<file path="config.mk">
export PLATFORM = sky130hd
export DESIGN_NAME = arp_and_random_note_scheduler_core_flat
export DESIGN_NICKNAME = d
export VERILOG_FILES = /design/src/rtl/arns_pkg.sv /design/src/rtl/arns_tick_if.sv /design/src/rtl/arns_note_if.sv /design/src/rtl/arns_ctrl.sv /design/src/rtl/arns_dp.sv /design/src/rtl/arp_and_random_note_scheduler_core.sv /design/src/flat_wrapper.sv
export SDC_FILE = /design/constraint.sdc
export NUM_CORES = 2
export LEC_CHECK = 0
export ABC_AREA = 1
export BUFFER_PORTS_ARGS = -buffer_cell sky130_fd_sc_hd__buf_2
export CORE_MARGIN = 4
export CORE_UTILIZATION = 25
export DETAILED_ROUTE_END_ITERATION = 8
export HOLD_SLACK_MARGIN = 0.02
export PLACE_DENSITY_LB_ADDON = 0.3
export SYNTH_ARGS = -nofsm -noshare
export SYNTH_HDL_FRONTEND = slang
export SYNTH_SLANG_ARGS = --single-unit
</file>
<file path="constraint.sdc">
create_clock -name clk -period 12.1 [get_ports clk]
set_clock_uncertainty 0.1 [all_clocks]
set_input_delay 1.815 -clock clk [delete_from_list [all_inputs] [get_ports clk]]
set_output_delay 1.815 -clock clk [all_outputs]
set_load 0.01 [all_outputs]
</file>
<file path="src/rtl/arns_pkg.sv">
// Package for the arpeggio and random drift note scheduler.
// Holds widths, codes, controller/datapath types and the arpeggio offset table.
// No dependencies; every other file imports it.
`default_nettype none

package arns_pkg;

	localparam int N_W     = 5;
	localparam int BPM_W   = 10;
	localparam int NOTE_W  = 15;
	localparam int SR_W    = 18;
	localparam int KNOB_W  = 16;
	localparam int MODE_W  = 2;
	localparam int CFG_IDX_W = 2;
	localparam int CFG_W   = 18;
	localparam int CNT_W   = 21;
	localparam int SEED_W  = 32;
	localparam int DVD_W   = 24;
	localparam int DEN_W   = 13;
	localparam int MUL_W   = 25;
	localparam int DIV_CNT_W = 5;

	localparam int BLOCK_MAX_DEF = 24;

	localparam logic [MODE_W-1:0] MODE_EXT   = 2'd0;
	localparam logic [MODE_W-1:0] MODE_ARP   = 2'd1;
	localparam logic [MODE_W-1:0] MODE_DRIFT = 2'd2;

	localparam logic [CFG_IDX_W-1:0] CFG_PLAY_MODE   = 2'd0;
	localparam logic [CFG_IDX_W-1:0] CFG_SAMPLE_RATE = 2'd1;
	localparam logic [CFG_IDX_W-1:0] CFG_MOD_SPEED   = 2'd2;
	localparam logic [CFG_IDX_W-1:0] CFG_MOD_AMOUNT  = 2'd3;

	localparam logic [SR_W-1:0]   SR_RESET     = 18'd48000;
	localparam logic [KNOB_W-1:0] AMOUNT_RESET = 16'd19661;
	localparam logic [SEED_W-1:0] SEED_RESET   = 32'h00C0FFEE;
	localparam logic [SEED_W-1:0] LCG_MUL      = 32'd1664525;
	localparam logic [SEED_W-1:0] LCG_ADD      = 32'd1013904223;

	localparam logic [KNOB_W-1:0] ARP_SPEED_MIN = 16'd3277;
	localparam logic [27:0] DIV_STEP_1 = 28'd65536000;
	localparam logic [27:0] DIV_STEP_2 = 28'd131072000;
	localparam logic [27:0] DIV_STEP_3 = 28'd196608000;
	localparam logic [11:0] DIV_KNOB_MUL = 12'd3999;
	localparam logic [BPM_W-1:0] BPM_MIN = 10'd20;
	localparam logic [BPM_W-1:0] BPM_DEFAULT = 10'd120;
	localparam logic [CNT_W-1:0] CNT_MAX = 21'h1FFFFF;
	localparam logic [NOTE_W-1:0] NOTE_MAX = 15'h7FFF;

	typedef enum logic [3:0] {
		ST_IDLE,
		ST_DECIDE,
		ST_LCG1,
		ST_MUL_FS,
		ST_MUL_LO,
		ST_MUL_HI,
		ST_LCG2,
		ST_MUL_AMT,
		ST_NOTE_D,
		ST_DIV,
		ST_NOTE_A,
		ST_PUBLISH
	} ctrl_state_t;

	typedef enum logic [3:0] {
		OP_NONE,
		OP_LOAD,
		OP_DECIDE,
		OP_LCG1,
		OP_MUL_FS,
		OP_MUL_LO,
		OP_MUL_HI,
		OP_LCG2,
		OP_MUL_AMT,
		OP_NOTE_D,
		OP_DIV_STEP,
		OP_NOTE_A,
		OP_PUBLISH
	} dp_op_t;

	typedef struct packed {
		logic mode_drift;
		logic mode_arp;
		logic speed_ok;
		logic drift_hit;
		logic arp_hit;
		logic div_last;
		logic out_free;
	} dp_status_t;

	function automatic logic [3:0] arp_offset(input logic [1:0] step);
		logic [3:0] v;
		unique case (step)
			2'd0: v = 4'd0;
			2'd1: v = 4'd4;
			2'd2: v = 4'd7;
			2'd3: v = 4'd12;
		endcase
		return v;
	endfunction

endpackage

`default_nettype wire

</file>
<file path="src/rtl/arns_tick_if.sv">
// Input channel of the note scheduler: one block tick per word.
// Depends on arns_pkg for field widths.
`default_nettype none

interface arns_tick_if;
	import arns_pkg::*;

	logic              valid;
	logic              ready;
	logic [N_W-1:0]    elapsed_samples;
	logic [BPM_W-1:0]  tempo_bpm;
	logic [NOTE_W-1:0] base_pitch;

	modport source(output valid, elapsed_samples, tempo_bpm, base_pitch, input ready);
	modport sink(input valid, elapsed_samples, tempo_bpm, base_pitch, output ready);
endinterface

`default_nettype wire

</file>
<file path="src/rtl/arns_note_if.sv">
// Output channel of the note scheduler: one trigger result per word.
// Depends on arns_pkg for field widths.
`default_nettype none

interface arns_note_if;
	import arns_pkg::*;

	logic              valid;
	logic              ready;
	logic              fire;
	logic [NOTE_W-1:0] note_out;

	modport source(output valid, fire, note_out, input ready);
	modport sink(input valid, fire, note_out, output ready);
endinterface

`default_nettype wire

</file>
<file path="src/rtl/arns_ctrl.sv">
// Controller of the note scheduler: sequences datapath operations per tick.
// Depends on arns_pkg for state, operation and status types.
`default_nettype none

module arns_ctrl (
	input  wire logic                clk,
	input  wire logic                arst_n,
	input  wire logic                tick_valid,
	output logic                     tick_ready,
	input  wire arns_pkg::dp_status_t status,
	output arns_pkg::dp_op_t         op
);
	import arns_pkg::*;

	ctrl_state_t state_q, state_d;

	always_ff @(posedge clk or negedge arst_n) begin
		if (!arst_n) begin
			state_q <= ST_IDLE;
		end else begin
			state_q <= state_d;
		end
	end

	always_comb begin
		state_d    = state_q;
		op         = OP_NONE;
		tick_ready = 1'b0;
		unique case (state_q)
			ST_IDLE: begin
				tick_ready = 1'b1;
				if (tick_valid) begin
					op      = OP_LOAD;
					state_d = ST_DECIDE;
				end
			end
			ST_DECIDE: begin
				op = OP_DECIDE;
				priority if (status.mode_drift && status.drift_hit) begin
					state_d = ST_LCG1;
				end else if (status.mode_arp && status.speed_ok && status.arp_hit) begin
					state_d = ST_DIV;
				end else begin
					state_d = ST_PUBLISH;
				end
			end
			ST_LCG1: begin
				op      = OP_LCG1;
				state_d = ST_MUL_FS;
			end
			ST_MUL_FS: begin
				op      = OP_MUL_FS;
				state_d = ST_MUL_LO;
			end
			ST_MUL_LO: begin
				op      = OP_MUL_LO;
				state_d = ST_MUL_HI;
			end
			ST_MUL_HI: begin
				op      = OP_MUL_HI;
				state_d = ST_LCG2;
			end
			ST_LCG2: begin
				op      = OP_LCG2;
				state_d = ST_MUL_AMT;
			end
			ST_MUL_AMT: begin
				op      = OP_MUL_AMT;
				state_d = ST_NOTE_D;
			end
			ST_NOTE_D: begin
				op      = OP_NOTE_D;
				state_d = ST_PUBLISH;
			end
			ST_DIV: begin
				op = OP_DIV_STEP;
				if (status.div_last) begin
					state_d = ST_NOTE_A;
				end
			end
			ST_NOTE_A: begin
				op      = OP_NOTE_A;
				state_d = ST_PUBLISH;
			end
			ST_PUBLISH: begin
				if (status.out_free) begin
					op      = OP_PUBLISH;
					state_d = ST_IDLE;
				end
			end
			default: begin
				state_d = ST_IDLE;
			end
		endcase
	end

endmodule

`default_nettype wire

</file>
<file path="src/rtl/arns_dp.sv">
// Datapath of the note scheduler: configuration, timers, LCG, shared multiplier,
// radix-2 divider and output register. Depends on arns_pkg; driven by arns_ctrl.
`default_nettype none

module arns_dp #(
	parameter int BLOCK_MAX = arns_pkg::BLOCK_MAX_DEF
) (
	input  wire logic                          clk,
	input  wire logic                          arst_n,
	input  wire logic                          cfg_we,
	input  wire logic [arns_pkg::CFG_IDX_W-1:0] cfg_index,
	input  wire logic [arns_pkg::CFG_W-1:0]     cfg_data,
	input  wire logic [arns_pkg::N_W-1:0]       elapsed_samples,
	input  wire logic [arns_pkg::BPM_W-1:0]     tempo_bpm,
	input  wire logic [arns_pkg::NOTE_W-1:0]    base_pitch,
	input  wire arns_pkg::dp_op_t               op,
	output arns_pkg::dp_status_t                status,
	output logic                                out_valid,
	input  wire logic                           out_ready,
	output logic                                out_fire,
	output logic [arns_pkg::NOTE_W-1:0]         out_note
);
	import arns_pkg::*;

	localparam int N_CAP_I = (BLOCK_MAX < (1 << N_W)) ? BLOCK_MAX : (1 << N_W) - 1;
	localparam logic [N_W-1:0] N_CAP = N_W'(N_CAP_I);
	localparam logic [DIV_CNT_W-1:0] DIV_LAST = DIV_CNT_W'(DVD_W - 1);

	logic [MODE_W-1:0] play_mode_q;
	logic [SR_W-1:0]   sample_rate_q;
	logic [KNOB_W-1:0] mod_speed_q;
	logic [KNOB_W-1:0] mod_amount_q;

	logic [CNT_W-1:0]  drift_cnt_q;
	logic [CNT_W-1:0]  arp_cnt_q;
	logic [1:0]        arp_step_q;
	logic [SEED_W-1:0] seed_q;

	logic [N_W-1:0]    n_q;
	logic [BPM_W-1:0]  bpm_q;
	logic [NOTE_W-1:0] base_q;

	logic [33:0]       ivl_q;
	logic [MUL_W-1:0]  acc_q;
	logic [41:0]       prod_q;
	logic [DVD_W-1:0]  dvd_q;
	logic [DEN_W-1:0]  den_q;
	logic [DEN_W-1:0]  rem_q;
	logic [DIV_CNT_W-1:0] div_cnt_q;

	logic              res_fire_q;
	logic [NOTE_W-1:0] res_note_q;
	logic              out_valid_q;
	logic              out_fire_q;
	logic [NOTE_W-1:0] out_note_q;

	always_ff @(posedge clk or negedge arst_n) begin
		if (!arst_n) begin
			play_mode_q   <= MODE_ARP;
			sample_rate_q <= SR_RESET;
			mod_speed_q   <= '0;
			mod_amount_q  <= AMOUNT_RESET;
		end else if (cfg_we) begin
			unique case (cfg_index)
				CFG_PLAY_MODE:   play_mode_q   <= cfg_data[MODE_W-1:0];
				CFG_SAMPLE_RATE: sample_rate_q <= cfg_data[SR_W-1:0];
				CFG_MOD_SPEED:   mod_speed_q   <= cfg_data[KNOB_W-1:0];
				CFG_MOD_AMOUNT:  mod_amount_q  <= cfg_data[KNOB_W-1:0];
				default: ;
			endcase
		end
	end

	logic [N_W-1:0]    n_clamp;
	logic [SEED_W-1:0] seed_next;
	logic [16:0]       f_knob;
	logic [23:0]       r_draw;
	logic              off_neg;
	logic [MUL_W-1:0]  abs_diff;
	logic [MUL_W-1:0]  mul_a;
	logic [MUL_W-1:0]  mul_b;
	logic [2*MUL_W-1:0] mul_p;
	logic [42:0]       drift_sum;
	logic [42:0]       mag3;
	logic [13:0]       off_mag;
	logic signed [16:0] drift_note;
	logic [NOTE_W-1:0] drift_sat;
	logic [27:0]       speed_scaled;
	logic [1:0]        div_sel;
	logic [BPM_W-1:0]  bpm_eff;
	logic [DEN_W-1:0]  den_next;
	logic [DVD_W-1:0]  dvd_init;
	logic [DEN_W:0]    trial;
	logic              q_bit;
	logic [DEN_W-1:0]  rem_next;
	logic [NOTE_W:0]   arp_note;
	logic [NOTE_W-1:0] arp_sat;

	assign n_clamp   = (elapsed_samples > N_CAP) ? N_CAP : elapsed_samples;
	assign seed_next = seed_q * LCG_MUL + LCG_ADD;
	assign f_knob    = 17'd1966 + ((17'h10000 - {1'b0, mod_speed_q}) >> 1);
	assign r_draw    = seed_q[31:8];
	assign off_neg   = ~r_draw[23];
	assign abs_diff  = off_neg ? (25'h1000000 - {r_draw, 1'b0})
	                           : {1'b0, r_draw[22:0], 1'b0};

	always_comb begin
		mul_a = '0;
		mul_b = '0;
		unique case (op)
			OP_MUL_FS: begin
				mul_a = MUL_W'(f_knob);
				mul_b = MUL_W'(sample_rate_q);
			end
			OP_MUL_LO: begin
				mul_a = MUL_W'(ivl_q[16:0]);
				mul_b = {1'b0, 24'h800000} + {1'b0, r_draw};
			end
			OP_MUL_HI: begin
				mul_a = MUL_W'(ivl_q[33:17]);
				mul_b = {1'b0, 24'h800000} + {1'b0, r_draw};
			end
			OP_MUL_AMT: begin
				mul_a = abs_diff;
				mul_b = MUL_W'(mod_amount_q);
			end
			default: ;
		endcase
	end

	assign mul_p = mul_a * mul_b;

	assign drift_sum  = {1'b0, prod_q} + 43'(acc_q);
	assign mag3       = {2'b0, prod_q[40:0]} + {1'b0, prod_q[40:0], 1'b0};
	assign off_mag    = mag3[42:29];
	assign drift_note = off_neg ? ($signed({2'b0, base_q}) - $signed({3'b0, off_mag}))
	                            : ($signed({2'b0, base_q}) + $signed({3'b0, off_mag}));
	always_comb begin
		priority if (drift_note[16]) begin
			drift_sat = '0;
		end else if (drift_note[15]) begin
			drift_sat = NOTE_MAX;
		end else begin
			drift_sat = drift_note[14:0];
		end
	end

	assign speed_scaled = 28'(mod_speed_q) * 28'(DIV_KNOB_MUL);
	always_comb begin
		priority if (speed_scaled >= DIV_STEP_3) begin
			div_sel = 2'd3;
		end else if (speed_scaled >= DIV_STEP_2) begin
			div_sel = 2'd2;
		end else if (speed_scaled >= DIV_STEP_1) begin
			div_sel = 2'd1;
		end else begin
			div_sel = 2'd0;
		end
	end
	assign bpm_eff  = (bpm_q < BPM_MIN) ? BPM_DEFAULT : bpm_q;
	assign den_next = DEN_W'(bpm_eff) << div_sel;
	assign dvd_init = {sample_rate_q, 6'b0} - {4'b0, sample_rate_q, 2'b0};

	assign trial    = {rem_q, dvd_q[DVD_W-1]};
	assign q_bit    = trial >= {1'b0, den_q};
	assign rem_next = q_bit ? DEN_W'(trial - {1'b0, den_q}) : trial[DEN_W-1:0];

	assign arp_note = {1'b0, base_q} + {4'b0, arp_offset(arp_step_q), 8'b0};
	assign arp_sat  = arp_note[NOTE_W] ? NOTE_MAX : arp_note[NOTE_W-1:0];

	always_ff @(posedge clk or negedge arst_n) begin
		if (!arst_n) begin
			drift_cnt_q <= '0;
			arp_cnt_q   <= '0;
			arp_step_q  <= '0;
			seed_q      <= SEED_RESET;
			div_cnt_q   <= '0;
		end else begin
			unique case (op)
				OP_DECIDE: begin
					if (status.mode_drift && !status.drift_hit) begin
						drift_cnt_q <= drift_cnt_q - CNT_W'(n_q);
					end
					if (status.mode_arp && status.speed_ok && !status.arp_hit) begin
						arp_cnt_q <= arp_cnt_q - CNT_W'(n_q);
					end
					div_cnt_q <= '0;
				end
				OP_LCG1: seed_q <= seed_next;
				OP_LCG2: begin
					seed_q      <= seed_next;
					drift_cnt_q <= CNT_W'(drift_sum[42:23]);
				end
				OP_DIV_STEP: div_cnt_q <= div_cnt_q + DIV_CNT_W'(1);
				OP_NOTE_A: begin
					arp_cnt_q  <= (dvd_q > DVD_W'(CNT_MAX)) ? CNT_MAX : dvd_q[CNT_W-1:0];
					arp_step_q <= arp_step_q + 2'd1;
				end
				default: ;
			endcase
		end
	end

	always_ff @(posedge clk) begin
		unique case (op)
			OP_LOAD: begin
				n_q    <= n_clamp;
				bpm_q  <= tempo_bpm;
				base_q <= base_pitch;
			end
			OP_DECIDE: begin
				res_fire_q <= 1'b0;
				res_note_q <= '0;
				dvd_q      <= dvd_init;
				den_q      <= den_next;
				rem_q      <= '0;
			end
			OP_MUL_FS:  ivl_q  <= mul_p[33:0];
			OP_MUL_LO:  acc_q  <= mul_p[41:17];
			OP_MUL_HI:  prod_q <= mul_p[41:0];
			OP_MUL_AMT: prod_q <= mul_p[41:0];
			OP_NOTE_D: begin
				res_fire_q <= 1'b1;
				res_note_q <= drift_sat;
			end
			OP_DIV_STEP: begin
				rem_q <= rem_next;
				dvd_q <= {dvd_q[DVD_W-2:0], q_bit};
			end
			OP_NOTE_A: begin
				res_fire_q <= 1'b1;
				res_note_q <= arp_sat;
			end
			OP_PUBLISH: begin
				out_fire_q <= res_fire_q;
				out_note_q <= res_note_q;
			end
			default: ;
		endcase
	end

	always_ff @(posedge clk or negedge arst_n) begin
		if (!arst_n) begin
			out_valid_q <= 1'b0;
		end else if (op == OP_PUBLISH) begin
			out_valid_q <= 1'b1;
		end else if (out_ready) begin
			out_valid_q <= 1'b0;
		end
	end

	assign status.mode_drift = play_mode_q == MODE_DRIFT;
	assign status.mode_arp   = play_mode_q == MODE_ARP;
	assign status.speed_ok   = mod_speed_q >= ARP_SPEED_MIN;
	assign status.drift_hit  = drift_cnt_q <= CNT_W'(n_q);
	assign status.arp_hit    = arp_cnt_q <= CNT_W'(n_q);
	assign status.div_last   = div_cnt_q == DIV_LAST;
	assign status.out_free   = !out_valid_q || out_ready;

	assign out_valid = out_valid_q;
	assign out_fire  = out_fire_q;
	assign out_note  = out_note_q;

endmodule

`default_nettype wire

</file>
<file path="src/rtl/arp_and_random_note_scheduler_core.sv">
// Top level of the arpeggio and random drift note scheduler.
// Depends on arns_pkg, arns_tick_if, arns_note_if, arns_ctrl and arns_dp.
//
//   port       dir   word / handshake
//   tick       in    elapsed_samples, tempo_bpm, base_pitch; valid/ready
//   result     out   fire, note_out; valid/ready
//   cfg_*      in    cfg_we, cfg_index, cfg_data; write on cfg_we
//
// A tick that does not fire goes from DECIDE to PUBLISH. A drift trigger uses the
// shared 25x25 multiplier in four steps beside two LCG steps, then NOTE_D; an
// arpeggio trigger runs the one-bit-per-cycle divider over 24 quotient bits, then
// NOTE_A. One tick is in work at a time; the result register holds a word while
// the next tick is taken. Reset is asynchronous; it restores config, timers and seed.
`default_nettype none

module arp_and_random_note_scheduler_core #(
	parameter int BLOCK_MAX = arns_pkg::BLOCK_MAX_DEF
) (
	input  wire logic                           clk,
	input  wire logic                           arst_n,
	input  wire logic                           cfg_we,
	input  wire logic [arns_pkg::CFG_IDX_W-1:0] cfg_index,
	input  wire logic [arns_pkg::CFG_W-1:0]     cfg_data,
	arns_tick_if.sink                           tick,
	arns_note_if.source                         result
);
	import arns_pkg::*;

	dp_op_t     op;
	dp_status_t status;
	logic       tick_ready;

	arns_ctrl u_ctrl (
		.clk        (clk),
		.arst_n     (arst_n),
		.tick_valid (tick.valid),
		.tick_ready (tick_ready),
		.status     (status),
		.op         (op)
	);

	arns_dp #(
		.BLOCK_MAX (BLOCK_MAX)
	) u_dp (
		.clk             (clk),
		.arst_n          (arst_n),
		.cfg_we          (cfg_we),
		.cfg_index       (cfg_index),
		.cfg_data        (cfg_data),
		.elapsed_samples (tick.elapsed_samples),
		.tempo_bpm       (tick.tempo_bpm),
		.base_pitch      (tick.base_pitch),
		.op              (op),
		.status          (status),
		.out_valid       (result.valid),
		.out_ready       (result.ready),
		.out_fire        (result.fire),
		.out_note        (result.note_out)
	);

	assign tick.ready = tick_ready;

endmodule

`default_nettype wire
</file>
<file path="src/flat_wrapper.sv">
// flat-port wrapper written by rule: the top's interface ports become plain ports
module arp_and_random_note_scheduler_core_flat import arns_pkg::*;
#(
	parameter int BLOCK_MAX = arns_pkg::BLOCK_MAX_DEF
)
  (clk, arst_n, cfg_we, cfg_index, cfg_data, tick_valid, tick_elapsed_samples, tick_tempo_bpm, tick_base_pitch, tick_ready, result_valid, result_fire, result_note_out, result_ready);
  arns_tick_if tick_i ();
  arns_note_if result_i ();
  input  wire logic clk;
  input  wire logic arst_n;
  input  wire logic cfg_we;
  input  wire logic [arns_pkg::CFG_IDX_W-1:0] cfg_index;
  input  wire logic [arns_pkg::CFG_W-1:0] cfg_data;
  input wire logic [$bits(tick_i.valid)-1:0] tick_valid;
  input wire logic [$bits(tick_i.elapsed_samples)-1:0] tick_elapsed_samples;
  input wire logic [$bits(tick_i.tempo_bpm)-1:0] tick_tempo_bpm;
  input wire logic [$bits(tick_i.base_pitch)-1:0] tick_base_pitch;
  output wire logic [$bits(tick_i.ready)-1:0] tick_ready;
  output wire logic [$bits(result_i.valid)-1:0] result_valid;
  output wire logic [$bits(result_i.fire)-1:0] result_fire;
  output wire logic [$bits(result_i.note_out)-1:0] result_note_out;
  input wire logic [$bits(result_i.ready)-1:0] result_ready;
  assign tick_i.valid = tick_valid;
  assign tick_i.elapsed_samples = tick_elapsed_samples;
  assign tick_i.tempo_bpm = tick_tempo_bpm;
  assign tick_i.base_pitch = tick_base_pitch;
  assign tick_ready = tick_i.ready;
  assign result_valid = result_i.valid;
  assign result_fire = result_i.fire;
  assign result_note_out = result_i.note_out;
  assign result_i.ready = result_ready;
  arp_and_random_note_scheduler_core #(.BLOCK_MAX(BLOCK_MAX)) u_core (.clk(clk), .arst_n(arst_n), .cfg_we(cfg_we), .cfg_index(cfg_index), .cfg_data(cfg_data), .tick(tick_i), .result(result_i));
endmodule
</file>
== After elaboration in Yosys (flattened, before gate mapping) ==
Cells that the tools add are included.

* Order comparisons: 10
* Multiply operators: 3
* Mux-type cells: 35
* Add/subtract/negate cells: 16
* Eq/ne operators: 37
* Reduce and logical (&&, ||, !) cells: 30
* Shifts and indexed selects: 1

{| class="wikitable"
|+ Operators with widths
! kind !! count
|-
| $pmux 25 s4 || 1
|-
| $pmux 21 s2 || 2
|-
| $pmux 25 s3 || 1
|-
| $mux 21 || 3
|-
| $pmux 24 s2 || 1
|-
| $pmux 4 s12 || 1
|-
| $mux 15 || 3
|-
| $pmux 15 s3 || 1
|-
| $pmux 4 s11 || 1
|-
| $add 41x42->43 || 1
|-
| $add 42x25->43 || 1
|-
| $le 21x5->1 || 2
|-
| $mul 25x25->42 || 1
|-
| $sub 21x5->21 || 2
|-
| $eq 4x4->1 const B || 9
|-
| $add 32x30->32 const B || 1
|-
| $eq 4x3->1 const B || 8
|-
| $mul 32x21->32 const B || 1
|-
| $ge 28x26->1 const B || 1
|-
| $ge 28x27->1 const B || 1
|-
| $ge 28x28->1 const B || 1
|-
| $mul 16x12->28 const B || 1
|-
| $pmux 13 s2 || 1
|-
| $add 24x24->25 const A || 1
|-
| other kinds (43) || 86
|}

* Input bits: 55
* Flip-flop bits (word level): 351

== Longest topological paths before layout ==
* Word-level depth: 8
* Depth in mapped cells: 46
* Depth with buffers taken out: 45

== Cells and area by module ==
A second synthesis with hierarchy kept.

* Cells, all modules: 6516
* Area, all modules: 53322.4 um2

{| class="wikitable"
|+ By module, submodules not included
! module !! area an instance (um2) !! cells each !! instances
|-
| arns_dp || 52957.0 || 6451 || 1
|-
| arns_ctrl || 365.4 || 65 || 1
|}

== Worst setup path before layout ==
Ideal clock, no wire load.

* Path type: register -> register
* Start: reg u_core.u_ctrl.state_q[3]
* End: reg u_core.u_dp.acc_q[20] (data pin)
* Stages on the path, launching flop included: 29
* Clock period less this slack: 8203 ps
* Slack: 3897 ps
* Data arrival time: 7834 ps
* Setup time: 269 ps
* Path buffers: 2
* Cell sequence: dfrtp_1 -> nor2_1 -> inv_2 -> nor2_4 -> clkbuf_1 -> a221oi_1 -> nand2_1 -> buf_2 -> nand2_1 -> fa_1 -> fa_1 -> inv_1 -> fa_1 -> inv_1 -> fa_1 -> inv_1 -> fa_1 -> fa_1 -> inv_1 -> fa_1 -> inv_1 -> ha_1 -> nand2_1 -> nor2_1 -> nand2_1 -> o311ai_0 -> a21oi_1 -> o21ai_0 -> xor2_1

* Longest elaborated chain between the ends: 6

{| class="wikitable"
|+ Ends and longest elaborated chain
! item !! RTL line !! source
|-
| start: declaration || arns_ctrl.sv:15 || <nowiki>ctrl_state_t state_q, state_d;</nowiki>
|-
| start signal: assignment || arns_ctrl.sv:21 || <nowiki>state_q <= state_d;</nowiki>
|-
| $eq 4x4->1, or another cell as far along || arns_ctrl.sv:29 || <nowiki>unique case (state_q)</nowiki>
|-
| $pmux 4 s12 * || arns_ctrl.sv:29 ||
|-
| $eq 4x3->1 || arns_dp.sv:110 || <nowiki>unique case (op)</nowiki>
|-
| $reduce_or 2->1 (no source line) || - ||
|-
| $pmux 25 s3 || arns_dp.sv:110 ||
|-
| $mul 25x25->42 * || arns_dp.sv:131 || <nowiki>assign mul_p = mul_a * mul_b;</nowiki>
|-
| via u_core.u_dp.mul_p[37] || arns_dp.sv:82 || <nowiki>logic [2*MUL_W-1:0] mul_p;</nowiki>
|-
| end signal: assignment || arns_dp.sv:219 || <nowiki>OP_MUL_LO: acc_q <= mul_p[41:17];</nowiki>
|-
| end: declaration || arns_dp.sv:44 || <nowiki>logic [MUL_W-1:0] acc_q;</nowiki>
|}

The timed path passes the listed nets; every way through them passes the cells marked *.
A chain may end at the register's enable or synchronous reset.

== Worst setup path in the final report ==
* Start: reg u_core.u_ctrl.state_q[0]
* End: reg u_core.u_dp.prod_q[37] (data pin)

* Longest elaborated chain between the ends: 6

{| class="wikitable"
|+ Ends and longest elaborated chain
! item !! RTL line !! source
|-
| $eq 4x4->1, or another cell as far along || arns_ctrl.sv:29 ||
|-
| $pmux 4 s12 * || arns_ctrl.sv:29 ||
|-
| $eq 4x3->1 || arns_dp.sv:110 ||
|-
| $reduce_or 2->1 (no source line) || - ||
|-
| $pmux 25 s3 || arns_dp.sv:110 ||
|-
| $mul 25x25->42 * || arns_dp.sv:131 ||
|-
| via u_core.u_dp.mul_p[37] || arns_dp.sv:82 ||
|-
| end signal: assignment || arns_dp.sv:220 || <nowiki>OP_MUL_HI: prod_q <= mul_p[41:0];</nowiki>
|-
| end signal: assignment || arns_dp.sv:221 || <nowiki>OP_MUL_AMT: prod_q <= mul_p[41:0];</nowiki>
|-
| end: declaration || arns_dp.sv:45 || <nowiki>logic [41:0] prod_q;</nowiki>
|}

Marked as above.

==> impl_metrics.env <==
export IMPL_outcome="finished, final reports clean"
export IMPL_fin_crit_sh=0.813
export IMPL_wire_per_inst_um=18.5
export IMPL_cts_setup_buffers=0
export IMPL_area_growth_pct=10.2
export IMPL_rsz0062_at_grt="no"
export IMPL_whs_ns=0.320
export IMPL_grt_pass1_vias=42800
export IMPL_multi_input_area_sq_um=36500
export IMPL_ys_types=64
export IMPL_yosys_warnings=0
export IMPL_synth_area_sq_um=52300
export IMPL_crit_arrival_ns=10.17
export IMPL_grt_usage=0.155
export IMPL_gp_congestion=0.960
export IMPL_port_buffers=72
export IMPL_num_vias=41400
export IMPL_async_flop_share=0.393
export IMPL_hold_buffers=0
export IMPL_use_met3=0.0252
export IMPL_ctsResizeCount=0
export IMPL_r2r_start="u_core.u_ctrl.state_q[0]"
export IMPL_max_freq_ghz=0.102
export IMPL_path_max_fanout=25
export IMPL_ys_seq_elements=351
export IMPL_worstSetupPathType="reg2reg"
export IMPL_viasPerCell=4.51
export IMPL_numCtsBuffers=44
export IMPL_clockRootBuffer="clkbuf_16"
export IMPL_maxCapViolations=0
export IMPL_reg2reg_slack_ns=2.26
export IMPL_grt_max_degree=80
export IMPL_clock_sinks=351
export IMPL_drtAntennaViolNets=0
export IMPL_worstHoldPathType="reg2reg"
export IMPL_finalSetupViolations=0
export IMPL_fin_crit_ns=9.84
export IMPL_n_antenna_cell=0
export IMPL_die_h_um=465
export IMPL_cts_max_level=2
export IMPL_regArea_sq_um=9890
export IMPL_worstHoldPathCells=0
export IMPL_rr_worst_depth=27
export IMPL_slew_viol_final=0
export IMPL_worstMarginPinSlew_ns=1.22
export IMPL_globalRouteMet1Util=0.216
export IMPL_end_kind="register"
export IMPL_cts_buffer_depth=3
export IMPL_die_w_um=465
export IMPL_nNetsFinal=7714
export IMPL_synthCells=6289
export IMPL_yosysSeqAreaShare=0.189
export IMPL_synth_flop_cell="edfxtp_1"
export IMPL_r2r_end="u_core.u_dp.prod_q[37]"
export IMPL_antenna_found_initial=9
export IMPL_clk_latency_ns=0.62
export IMPL_pin_count=73
export IMPL_top_usage_layer="met2"
export IMPL_finalHoldViolations=0
export IMPL_min_from="u_core.u_dp.res_note_q[12]"
export IMPL_rows=167
export IMPL_grt_first_pass_wirelength_mm=261
export IMPL_syn_avg_cell_area_sq_um=8.31
export IMPL_n_fill_cell=22400
export IMPL_start_util=0.252
export IMPL_die_area_sq_um=216000
export IMPL_dp_hpwl_mm=141
export IMPL_layout_drive_gt1_share=0.0504
export IMPL_fin_setup_tns_ns=0
export IMPL_grt_overflow_total=0
export IMPL_slew_headroom=0.185
export IMPL_detail_route_drc_violations=0
export IMPL_dr_pass1_iters=6
export IMPL_worstSetupStartpointType="register"
export IMPL_crit_required_ns=12.44
export IMPL_holdPathEnd="u_core.u_dp.out_note[12]"
export IMPL_grt_use_met2=0.247
export IMPL_first_iter_violations=3076
export IMPL_wl_mm=170
export IMPL_synth_edf_count=213
export IMPL_path_clk_slew_ns=0.06
export IMPL_cts_tree="built"
export IMPL_core_sq_um=207000
[synthesized netlist by cell type, drive strengths merged (18+ instances only)]
master / number / area (sq um)
inv: 1442 / 5420
nand2: 1299 / 4920
fa: 739 / 14800
ha: 552 / 6910
nor2: 430 / 1680
o21ai: 341 / 1710
a21oi: 286 / 1440
edfxtp: 213 / 6400
nand3: 204 / 1050
xor2: 114 / 1040
dfrtp: 106 / 2650
clkbuf: 80 / 300
xnor2: 71 / 622
nand4: 54 / 338
buf: 51 / 289
nor3: 50 / 260
dfstp: 32 / 841
or2: 31 / 194
a31oi: 27 / 169
a21o: 23 / 173
nor4: 18 / 113
[metrics by stage]
step	setup WS [ns]	util	instances	area, sq um
floorplan	3.90	-	6323	52400
global placement	2.10	0.270	9109	56100
detailed placement	2.29	0.270	9110	56100
CTS	2.26	0.278	9191	57600
global route	1.69	0.278	9191	57600
finish	2.26	0.278	9191	57600
[routing by layer]
metal	up-vias	part of all wire	wire, um
met5	-	0.000047	8
met4	2	0.035	5950
met3	234	0.064	10900
met2	1265	0.44	75300
met1	20300	0.46	77600
li1	19600	-	-
[final cells by class]
type                       count  share of cell area
sequential                   351               0.172
inverter                    1450              0.0946
tap                         2788              0.0606
clock inverter                32             0.00617
multi-input combinational   4391               0.634
clock buffer                  49              0.0194
timing repair buffer         130              0.0139
[worst max-delay path, cell delays in order, from the launching register on]
cell and delay, ns:
dfrtp_1 0.44, nand2_1 0.15, inv_1 0.10, nand2_1 0.60, o21ai_0 0.72, a21oi_1 0.23
inv_1 0.87, nand2_1 0.19, fa_1 0.58, inv_1 0.07, fa_1 0.50, inv_1 0.05
fa_1 0.50, fa_1 0.52, inv_1 0.05, fa_1 0.51, fa_1 0.49, inv_1 0.05
fa_1 0.47, inv_1 0.04, ha_1 0.35, nand2_1 0.13, nor2_1 0.20, nand2_1 0.07
o311ai_0 0.89, a21oi_1 0.22, o21ai_0 0.26, xor2_1 0.25
[cell usage in the layout (no fill, tap or decap), types with 11 or more instances in the layout]
master / synthesis / routed
a21oi_1: 284 / 284
nor3_1: 48 / 48
buf_4: 1 / 57
buf_2: 39 / 72
a31oi_1: 27 / 27
clkinv_1: 8 / 15
edfxtp_1: 213 / 213
conb_1: 2 / 36
or2_2: 31 / 31
inv_1: 1432 / 1431
a21o_1: 23 / 23
xor2_1: 110 / 110
o21ai_0: 331 / 331
nor4_1: 18 / 18
ha_1: 552 / 552
dfrtp_1: 106 / 106
nor2_1: 418 / 411
fa_1: 739 / 739
o22ai_1: 13 / 13
nand4_1: 54 / 54
nand2_2: 10 / 11
clkbuf_16: 0 / 44
nand3_1: 200 / 200
nand2_1: 1286 / 1285
xnor2_1: 71 / 71
dfstp_2: 32 / 32
o211ai_1: 17 / 17
[cell families after synthesis]
kind of cell | after synthesis | synth area share
simple gates | 2097 | 0.165
fa+ha+maj | 1291 | 0.415
flops | 351 | 0.189
other cells | 2 | 0.000144
buf+inv | 1581 | 0.116
compound gates | 781 | 0.0826
xor+xnor | 185 | 0.0318
mux | 1 | 0.000192
[flip-flops by register name, indices dropped and copies added (netlist names), 2 cells and up]
register	count
u_core.u_dp.play_mode_q	2
u_core.u_dp.ivl_q	34
u_core.u_dp.sample_rate_q	18
u_core.u_dp.seed_q	32
u_core.u_dp.drift_cnt_q	21
u_core.u_dp.res_note_q	15
u_core.u_ctrl.state_q	4
u_core.u_dp.den_q	13
u_core.u_dp.arp_step_q	2
u_core.u_dp.prod_q	42
u_core.u_dp.rem_q	13
u_core.u_dp.mod_speed_q	16
u_core.u_dp.div_cnt_q	5
u_core.u_dp.arp_cnt_q	21
u_core.u_dp.mod_amount_q	16
u_core.u_dp.base_q	15
u_core.u_dp.out_note	15
u_core.u_dp.dvd_q	24
u_core.u_dp.bpm_q	10
u_core.u_dp.acc_q	25
u_core.u_dp.n_q	5
[how the worst max path moves through the flow]
| stage | from | endpoint | slack [ns] |
|---|---|---|---|
| detailed placement | u_core.u_ctrl.state_q[0] | u_core.u_dp.prod_q[37] | 2.29 |
| global placement | u_core.u_ctrl.state_q[0] | u_core.u_dp.acc_q[20] | 2.10 |
| CTS | u_core.u_ctrl.state_q[0] | u_core.u_dp.prod_q[37] | 2.26 |
| finish | u_core.u_ctrl.state_q[0] | u_core.u_dp.prod_q[37] | 2.26 |
| global route | u_core.u_dp.mod_speed_q[2] | u_core.u_dp.prod_q[41] | 1.69 |
| floorplan | u_core.u_ctrl.state_q[3] | u_core.u_dp.acc_q[20] | 3.90 |
Power is not shown: default switching activity piles up to over one toggle a cycle in this logic, so the estimate is an artifact.
